File: src/rtl/lotsch_pkg.sv
package lotsch_pkg;

    // field widths
    localparam int TICKET_W = 12;
    localparam int TIME_W   = 16;
    localparam int TIX_IN_W = 8;
    localparam int RAND_W   = 16;
    localparam int INDEX_W  = 4;

    // largest ticket total a load may reach
    localparam logic [TICKET_W-1:0] TICKET_LIMIT  = 12'd4095;
    // quantum after reset
    localparam logic [TIME_W-1:0]   QUANTUM_RESET = 16'd20;

    // item kinds
    localparam logic KIND_LOAD = 1'b0;
    localparam logic KIND_DRAW = 1'b1;

    // one client entry as held in the table memory
    typedef struct packed {
        logic [TICKET_W-1:0] range_start;
        logic [TICKET_W-1:0] range_end;
        logic [TIME_W-1:0]   remaining;
        logic                finished;
    } entry_t;

endpackage

File: src/rtl/lotsch_ram.sv
module lotsch_ram #(
    parameter int WIDTH = 8,
    parameter int DEPTH = 16
) (
    input  logic                                  clk,
    input  logic                                  wr_en,
    input  logic [((DEPTH > 1) ? $clog2(DEPTH) : 1)-1:0] wr_addr,
    input  logic [WIDTH-1:0]                      wr_data,
    input  logic [((DEPTH > 1) ? $clog2(DEPTH) : 1)-1:0] rd_addr,
    output logic [WIDTH-1:0]                      rd_data
);

    logic [WIDTH-1:0] mem [DEPTH];
    logic [WIDTH-1:0] rd_data_reg;

    // write port
    always_ff @(posedge clk)
    begin
        if (wr_en)
        begin
            mem[wr_addr] <= wr_data;
        end
    end

    // registered read port
    always_ff @(posedge clk)
    begin
        rd_data_reg <= mem[rd_addr];
    end

    assign rd_data = rd_data_reg;

endmodule

File: src/rtl/lottery_scheduler.sv
// lottery scheduler: a table of clients, each owning a contiguous ticket range
// and a remaining service time.
// input channel (in_valid / in_ready): kind 0 loads a client with burst_time
// and tickets, kind 1 draws with random_value. one result word per input word.
// output channel (out_valid / out_ready): accepted, winner_found, winner_index,
// winner_finished, all_done and drawn_ticket.
// quantum is written through cfg_wr_en / cfg_wr_data; the user must write it
// only while the block is idle, the block itself does not enforce this.
// one item is worked at a time. a load, or a draw on an empty ticket total,
// goes to ST_RESULT, then into the output register; the next word can be
// taken once the sequencer is back in ST_IDLE. a draw runs a one-bit-per-cycle
// remainder unit over random_value, then scans the table memory one entry per
// cycle up to the first unfinished entry holding the ticket, or its last entry.
// the next word is taken once the previous result sits in the output register,
// so a stalled receiver holds at most one result and one item in progress.
// reset empties the table (count, ticket total) and sets quantum to 20; the
// table memory itself is not cleared, only entries below the count are read.
module lottery_scheduler #(
    parameter int MAX_PROCS = 16
) (
    input  logic        clk,
    input  logic        rst_n,
    input  logic        in_valid,
    output logic        in_ready,
    input  logic        kind,
    input  logic [15:0] burst_time,
    input  logic [7:0]  tickets,
    input  logic [15:0] random_value,
    output logic        out_valid,
    input  logic        out_ready,
    output logic        accepted,
    output logic        winner_found,
    output logic [3:0]  winner_index,
    output logic        winner_finished,
    output logic        all_done,
    output logic [11:0] drawn_ticket,
    input  logic        cfg_wr_en,
    input  logic [15:0] cfg_wr_data
);

    localparam int IW  = (MAX_PROCS > 1) ? $clog2(MAX_PROCS) : 1;
    localparam int CW  = $clog2(MAX_PROCS + 1);
    localparam int TW  = lotsch_pkg::TICKET_W;
    localparam int MW  = lotsch_pkg::TIME_W;
    localparam int RW  = lotsch_pkg::RAND_W;
    localparam int DCW = $clog2(RW);
    localparam int EW  = $bits(lotsch_pkg::entry_t);

    localparam logic [1:0] ST_IDLE   = 2'd0;
    localparam logic [1:0] ST_DIV    = 2'd1;
    localparam logic [1:0] ST_SCAN   = 2'd2;
    localparam logic [1:0] ST_RESULT = 2'd3;

    // control state
    logic [1:0]     state_reg, state_next;
    logic [CW-1:0]  count_reg, count_next;
    logic [TW-1:0]  total_reg, total_next;
    logic [CW-1:0]  unfinished_reg, unfinished_next;
    logic [MW-1:0]  quantum_reg, quantum_next;
    logic           out_valid_reg, out_valid_next;
    logic           chk_valid_reg, chk_valid_next;
    logic [CW-1:0]  scan_idx_reg, scan_idx_next;
    logic [DCW-1:0] div_cnt_reg, div_cnt_next;

    // working payload
    logic [RW-1:0]  dividend_reg, dividend_next;
    logic [TW-1:0]  rem_reg, rem_next;
    logic [IW-1:0]  chk_idx_reg, chk_idx_next;
    logic           res_acc_reg, res_acc_next;
    logic           res_found_reg, res_found_next;
    logic [IW-1:0]  res_idx_reg, res_idx_next;
    logic           res_fin_reg, res_fin_next;
    logic [TW-1:0]  res_ticket_reg, res_ticket_next;

    // output word
    logic           out_acc_reg, out_acc_next;
    logic           out_found_reg, out_found_next;
    logic [3:0]     out_idx_reg, out_idx_next;
    logic           out_fin_reg, out_fin_next;
    logic           out_done_reg, out_done_next;
    logic [TW-1:0]  out_ticket_reg, out_ticket_next;

    // table memory ports
    logic                 ram_we;
    logic [IW-1:0]        ram_waddr;
    lotsch_pkg::entry_t   ram_wentry;
    logic [IW-1:0]        ram_raddr;
    logic [EW-1:0]        ram_rdata;
    lotsch_pkg::entry_t   rd_entry;

    // datapath helpers
    logic [TW:0]    load_sum;
    logic           load_ok;
    logic [TW:0]    rem_shift;
    logic           scan_issue;
    logic           scan_match;
    logic           scan_last;
    logic           out_free;

    lotsch_ram #(
        .WIDTH (EW),
        .DEPTH (MAX_PROCS)
    ) u_table (
        .clk     (clk),
        .wr_en   (ram_we),
        .wr_addr (ram_waddr),
        .wr_data (ram_wentry),
        .rd_addr (ram_raddr),
        .rd_data (ram_rdata)
    );

    assign rd_entry = lotsch_pkg::entry_t'(ram_rdata);

    // load admission
    assign load_sum = {1'b0, total_reg} + (TW + 1)'(tickets);
    assign load_ok  = (count_reg < CW'(MAX_PROCS))
                   && (load_sum <= {1'b0, lotsch_pkg::TICKET_LIMIT});

    // remainder step: one dividend bit per cycle
    assign rem_shift = {rem_reg, dividend_reg[RW-1]};

    // table scan, one read issued per cycle, checked in the cycle after
    assign scan_issue = (scan_idx_reg < count_reg);
    assign scan_match = chk_valid_reg && !rd_entry.finished
                     && (rd_entry.range_start <= rem_reg)
                     && (rem_reg < rd_entry.range_end);
    assign scan_last  = chk_valid_reg && ((CW'(chk_idx_reg) + CW'(1)) == count_reg);

    assign out_free = !out_valid_reg || out_ready;

    // sequencer and datapath
    always_comb
    begin
        state_next      = state_reg;
        count_next      = count_reg;
        total_next      = total_reg;
        unfinished_next = unfinished_reg;
        quantum_next    = cfg_wr_en ? cfg_wr_data : quantum_reg;
        out_valid_next  = out_valid_reg && !out_ready;
        chk_valid_next  = 1'b0;
        scan_idx_next   = scan_idx_reg;
        div_cnt_next    = div_cnt_reg;

        dividend_next   = dividend_reg;
        rem_next        = rem_reg;
        chk_idx_next    = chk_idx_reg;
        res_acc_next    = res_acc_reg;
        res_found_next  = res_found_reg;
        res_idx_next    = res_idx_reg;
        res_fin_next    = res_fin_reg;
        res_ticket_next = res_ticket_reg;

        out_acc_next    = out_acc_reg;
        out_found_next  = out_found_reg;
        out_idx_next    = out_idx_reg;
        out_fin_next    = out_fin_reg;
        out_done_next   = out_done_reg;
        out_ticket_next = out_ticket_reg;

        ram_we                 = 1'b0;
        ram_waddr              = count_reg[IW-1:0];
        ram_wentry.range_start = total_reg;
        ram_wentry.range_end   = load_sum[TW-1:0];
        ram_wentry.remaining   = burst_time;
        ram_wentry.finished    = 1'b0;
        ram_raddr              = scan_idx_reg[IW-1:0];

        case (state_reg)
            ST_IDLE:
            begin
                if (in_valid)
                begin
                    res_acc_next    = 1'b0;
                    res_found_next  = 1'b0;
                    res_idx_next    = '0;
                    res_fin_next    = 1'b0;
                    res_ticket_next = '0;
                    if (kind == lotsch_pkg::KIND_LOAD)
                    begin
                        // append the client at the end of the table
                        if (load_ok)
                        begin
                            ram_we          = 1'b1;
                            count_next      = count_reg + CW'(1);
                            total_next      = load_sum[TW-1:0];
                            unfinished_next = unfinished_reg + CW'(1);
                            res_acc_next    = 1'b1;
                            res_idx_next    = count_reg[IW-1:0];
                        end
                        state_next = ST_RESULT;
                    end
                    else if (total_reg == '0)
                    begin
                        state_next = ST_RESULT;
                    end
                    else
                    begin
                        dividend_next = random_value;
                        rem_next      = '0;
                        div_cnt_next  = DCW'(RW - 1);
                        state_next    = ST_DIV;
                    end
                end
            end

            ST_DIV:
            begin
                // restoring remainder, the partial value stays below the total
                if (rem_shift >= {1'b0, total_reg})
                begin
                    rem_next = TW'(rem_shift - {1'b0, total_reg});
                end
                else
                begin
                    rem_next = rem_shift[TW-1:0];
                end
                dividend_next = {dividend_reg[RW-2:0], 1'b0};
                div_cnt_next  = div_cnt_reg - DCW'(1);
                if (div_cnt_reg == '0)
                begin
                    scan_idx_next = '0;
                    state_next    = ST_SCAN;
                end
            end

            ST_SCAN:
            begin
                res_acc_next    = 1'b1;
                res_ticket_next = rem_reg;
                if (scan_match)
                begin
                    // winner: take the quantum off and write the entry back
                    ram_we     = 1'b1;
                    ram_waddr  = chk_idx_reg;
                    ram_wentry = rd_entry;
                    res_found_next = 1'b1;
                    res_idx_next   = chk_idx_reg;
                    if (rd_entry.remaining <= quantum_reg)
                    begin
                        ram_wentry.remaining = '0;
                        ram_wentry.finished  = 1'b1;
                        res_fin_next         = 1'b1;
                        unfinished_next      = unfinished_reg - CW'(1);
                    end
                    else
                    begin
                        ram_wentry.remaining = rd_entry.remaining - quantum_reg;
                    end
                    state_next = ST_RESULT;
                end
                else if (scan_last)
                begin
                    state_next = ST_RESULT;
                end
                else if (scan_issue)
                begin
                    chk_valid_next = 1'b1;
                    chk_idx_next   = scan_idx_reg[IW-1:0];
                    scan_idx_next  = scan_idx_reg + CW'(1);
                end
            end

            ST_RESULT:
            begin
                // hand the result to the output register once it is free
                if (out_free)
                begin
                    out_valid_next  = 1'b1;
                    out_acc_next    = res_acc_reg;
                    out_found_next  = res_found_reg;
                    out_idx_next    = 4'(res_idx_reg);
                    out_fin_next    = res_fin_reg;
                    out_done_next   = (unfinished_reg == '0);
                    out_ticket_next = res_ticket_reg;
                    state_next      = ST_IDLE;
                end
            end

            default:
            begin
                state_next = ST_IDLE;
            end
        endcase
    end

    // control registers
    always_ff @(posedge clk or negedge rst_n)
    begin
        if (!rst_n)
        begin
            state_reg      <= ST_IDLE;
            count_reg      <= '0;
            total_reg      <= '0;
            unfinished_reg <= '0;
            quantum_reg    <= lotsch_pkg::QUANTUM_RESET;
            out_valid_reg  <= 1'b0;
            chk_valid_reg  <= 1'b0;
            scan_idx_reg   <= '0;
            div_cnt_reg    <= '0;
        end
        else
        begin
            state_reg      <= state_next;
            count_reg      <= count_next;
            total_reg      <= total_next;
            unfinished_reg <= unfinished_next;
            quantum_reg    <= quantum_next;
            out_valid_reg  <= out_valid_next;
            chk_valid_reg  <= chk_valid_next;
            scan_idx_reg   <= scan_idx_next;
            div_cnt_reg    <= div_cnt_next;
        end
    end

    // payload registers
    always_ff @(posedge clk)
    begin
        dividend_reg   <= dividend_next;
        rem_reg        <= rem_next;
        chk_idx_reg    <= chk_idx_next;
        res_acc_reg    <= res_acc_next;
        res_found_reg  <= res_found_next;
        res_idx_reg    <= res_idx_next;
        res_fin_reg    <= res_fin_next;
        res_ticket_reg <= res_ticket_next;
        out_acc_reg    <= out_acc_next;
        out_found_reg  <= out_found_next;
        out_idx_reg    <= out_idx_next;
        out_fin_reg    <= out_fin_next;
        out_done_reg   <= out_done_next;
        out_ticket_reg <= out_ticket_next;
    end

    // ports
    assign in_ready        = (state_reg == ST_IDLE);
    assign out_valid       = out_valid_reg;
    assign accepted        = out_acc_reg;
    assign winner_found    = out_found_reg;
    assign winner_index    = out_idx_reg;
    assign winner_finished = out_fin_reg;
    assign all_done        = out_done_reg;
    assign drawn_ticket    = out_ticket_reg;

    // unfinished clients never outnumber loaded ones
    assert property (@(posedge clk) disable iff (!rst_n)
        unfinished_reg <= count_reg)
        else $error("unfinished count above client count");

    // table never grows past its depth
    assert property (@(posedge clk) disable iff (!rst_n)
        count_reg <= CW'(MAX_PROCS))
        else $error("client count above table depth");

    // the reduced ticket lies below the ticket total during the scan
    assert property (@(posedge clk) disable iff (!rst_n)
        state_reg == ST_SCAN |-> rem_reg < total_reg)
        else $error("drawn ticket not below ticket total");

    // a finishing winner is a winner of an accepted draw
    assert property (@(posedge clk) disable iff (!rst_n)
        out_valid_reg && out_fin_reg |-> out_found_reg && out_acc_reg)
        else $error("finished flag without accepted winner");

    // a scan never issues a read beyond the loaded clients
    assert property (@(posedge clk) disable iff (!rst_n)
        state_reg == ST_SCAN |-> scan_idx_reg <= count_reg)
        else $error("scan index beyond client count");

endmodule
File: config.mk
export PLATFORM = sky130hd
export DESIGN_NAME = lottery_scheduler
export DESIGN_NICKNAME = d
export VERILOG_FILES = /design/src/rtl/lotsch_pkg.sv /design/src/rtl/lotsch_ram.sv /design/src/rtl/lottery_scheduler.sv
export SDC_FILE = /design/constraint.sdc
export NUM_CORES = 1
export LEC_CHECK = 0
export BUFFER_PORTS_ARGS = -buffer_cell sky130_fd_sc_hd__buf_2
export CAP_MARGIN = 15
export CORE_ASPECT_RATIO = 0.75
export CORE_UTILIZATION = 40
export CTS_CLUSTER_SIZE = 20
export DETAILED_ROUTE_END_ITERATION = 10
export GPL_ROUTABILITY_DRIVEN = 0
export HOLD_SLACK_MARGIN = 0.1
export PLACE_DENSITY = 0.67
export SLEW_MARGIN = 0
export SYNTH_ARGS = -nofsm -noshare
export SYNTH_HDL_FRONTEND = slang
export SYNTH_SLANG_ARGS = --single-unit
File: constraint.sdc
create_clock -name clk -period 5.1 [get_ports clk]
set_input_delay 0 -clock clk [delete_from_list [all_inputs] [get_ports clk]]
set_output_delay 0 -clock clk [all_outputs]
set_load 0.05 [all_outputs]
==> results.ini <==
[sta]
skew_ns=0.03454
hold_viol_final=0
final.setup.tns_ns=0
finalSetupViolations=0
tightest_slew_ns=1.158
min_period_ns=4.344
fmax_ghz=0.2302
finalCritPeriodShare_pct=85.18
rsz0062_at_grt=false
relSlewSlack_pct=22.49
setup_slack_ns=0.7559
maxSlewViolCount=0
timing.hold.ws_ns=0.1464

[synthesis]
synth-async-reset-ratio_pct=6.227
ys_seq_area_share_pct=71.13
synthMuxAreaShare_pct=15.19
synth_simple_gate_area_share_pct=3.485
syn_nets=1944
synthCells=1804
synthFlopType=edfxtp_1
synth_compound_area_share_pct=4.336
synth_area_um2=33640
synth_warnings=0
synthXorXnorAreaFrac_pct=0.9893
synth_adder_area_share_pct=2.990
synth_top_family_by_area=multiplexers
synth-seq-cells=819
synth-edff-count=727
synth.distinct_cells=75
syn_area_per_cell_um2=18.65

[final_layout]
largest_register_ffs=656
drive_gt1_share_pct=24.94
final_common_cell=edfxtp_1
fin_cells=3221
final_cell_area_um2=39300
final_util_pct=47.48
final_cell_mix=727 x edfxtp_1, 205 x mux4_2, 99 x dlygate4sd3_1, 83 x buf_2, 81 x clkbuf_16
n_antenna_cell=0
fin_nets=2181
area_growth_pct=16.82

[setup_path]
path_cells=ha_1, a211o_1, a31oi_1, o21ai_1, a21oi_4, nand3_2, buf_4, nor2_1, a22o_1
r2r_slack_ns=0.76
cp.required_ns=5.43
endpoint_kind=flip-flop
critPathKind=flip-flop to flip-flop
cp.arrival_ns=4.67
crit_fanout=17
setup.worst_path.start_class=flip-flop
critPathMaxStageDelay_ns=0.91
worst_path_max_delay_cell=nor2_1

[routing]
drtPass1Iterations=5
ant_nets=0
drcViolationCount=0
avgRoutedWirePerCell_um=23.18
drt-total-wl_mm=74.66
vias=17610
viasPerCell=5.468
drtIter0Drc=1737

[clock_tree]
ctsLongestPathBuffers=3
numCtsBuffers=79
clock_latency_ns=0.64
clk_pin_slew_ns=0.06
root_buffer=clkbuf_16
htreeDepth=3
cts_tree=built
cts_resized=0
cts_setup_buffers=0
cts_num_sinks=819

[placed_design]
placedCellCount=2974
dp_hpwl_mm=44.60
io_buffers=83
post-place-ws_ns=0.8212
placedInstanceArea_um2=35720

[power]
powerDensity_nw_per_um2=476.4
p_leak_nw=12.83
peakVddDrop_uv=260.5
p_total_mw=18.72

[job]
cap_violations=0

[floorplanning]
die_h_um=253.2
core_area_um2=82780
ioPinCount=84
die_x_um=336.9
start_util_pct=40.64
rows=91
floorplan.die_area_um2=85280

[run_status]
status=finished clean

[global_routing]
grt_overflow=0
grt_first_pass_wirelength_mm=113.0
antenna_found_initial=1
grt_start_max_net_pins=71
grt_util_all_layers_pct=17.79
grt_pass1_vias=18060

[min_path]
hp-class=input port to flip-flop

[area by class of cell]
cell class                      count  area, um^2
Fill cell                        6842       43470
Sequential cell                   819       23940
Tap cell                         1116        1396
Clock buffer                      109        2202
Inverter                           81       305.3
Timing Repair Buffer              231        1862
Multi-Input combinational cell    829        9241
Clock inverter                     36       355.3
[critical path: cells and delay by family, from the launching register on]
family                   cells  cell delay, ns
flip-flops                   1            0.43
AO/OA/AOI/OAI                5            1.70
adder cells (fa/ha/maj)      1            0.33
AND/OR/NAND/NOR              2            1.21
buffers and inverters        1            0.34
[Yosys cell counts (14+ instances only)]
library cell  instances  area (um^2)
clkbuf_1             35        131.4
nand3_1              19        95.09
a21o_1               14        105.1
buf_1                14        52.55
nand2_1              66        247.7
buf_2                22        110.1
mux2_2               35        394.1
dfxtp_1              41        820.8
inv_1                80        300.3
ha_1                 74        925.9
dfrtp_1              49         1226
mux4_2              205         4617
edfxtp_1            727        21830
nor2_1               80        300.3
a21oi_1              50        250.2
xnor2_1              30        262.8
o21ai_0              54        270.3
[logic make-up after synthesis]
group           after synthesis
compound gates              215
mux                         250
simple gates                248
flops                       819
buf+inv                     156
fa+ha+maj                    78
xor+xnor                     38
[report_power, final]
group	internal, mW	leakage, nW	total, mW	switching (mW)
clock	3.34	1.24	5.79	2.46
combinational	1.85	4.33	4.53	2.68
sequential	8.06	7.25	8.40	0.346
total	13.2	12.8	18.7	5.48
[path summary, 6_finish.rpt]
path,start,depth (start not counted),to
worst max-delay path,rem_reg[2]$_SDFFCE_PN0P_,9,u_table.mem[14][13]$_DFFE_PP_
worst min-delay path,burst_time[15],2,u_table.mem[1][16]$_DFFE_PP_
worst max register to register,rem_reg[2]$_SDFFCE_PN0P_,9,u_table.mem[14][13]$_DFFE_PP_
worst min register to register,res_ticket_reg[0]$_SDFFCE_PN0P_,0,drawn_ticket[0]$_DFFE_PP_
max in group asynchronous,rst_n,4,scan_idx_reg[1]$_DFFE_PN0P_
min in group asynchronous,rst_n,4,state_reg[1]$_DFFE_PN0P_
[routing by layer]
layer,global-route usage [%],routed length [um]
met5,0,0
met4,4.948,1719
met3,3.592,5002
met2,27.77,35160
met1,25.34,32780
[timing repair]
item                                   CTS  global route
setup endpoints to repair                0             0
hold buffers                            99             0
endpoints found under the hold margin  317             0
Note: power is estimated with default switching activity, not from simulation.
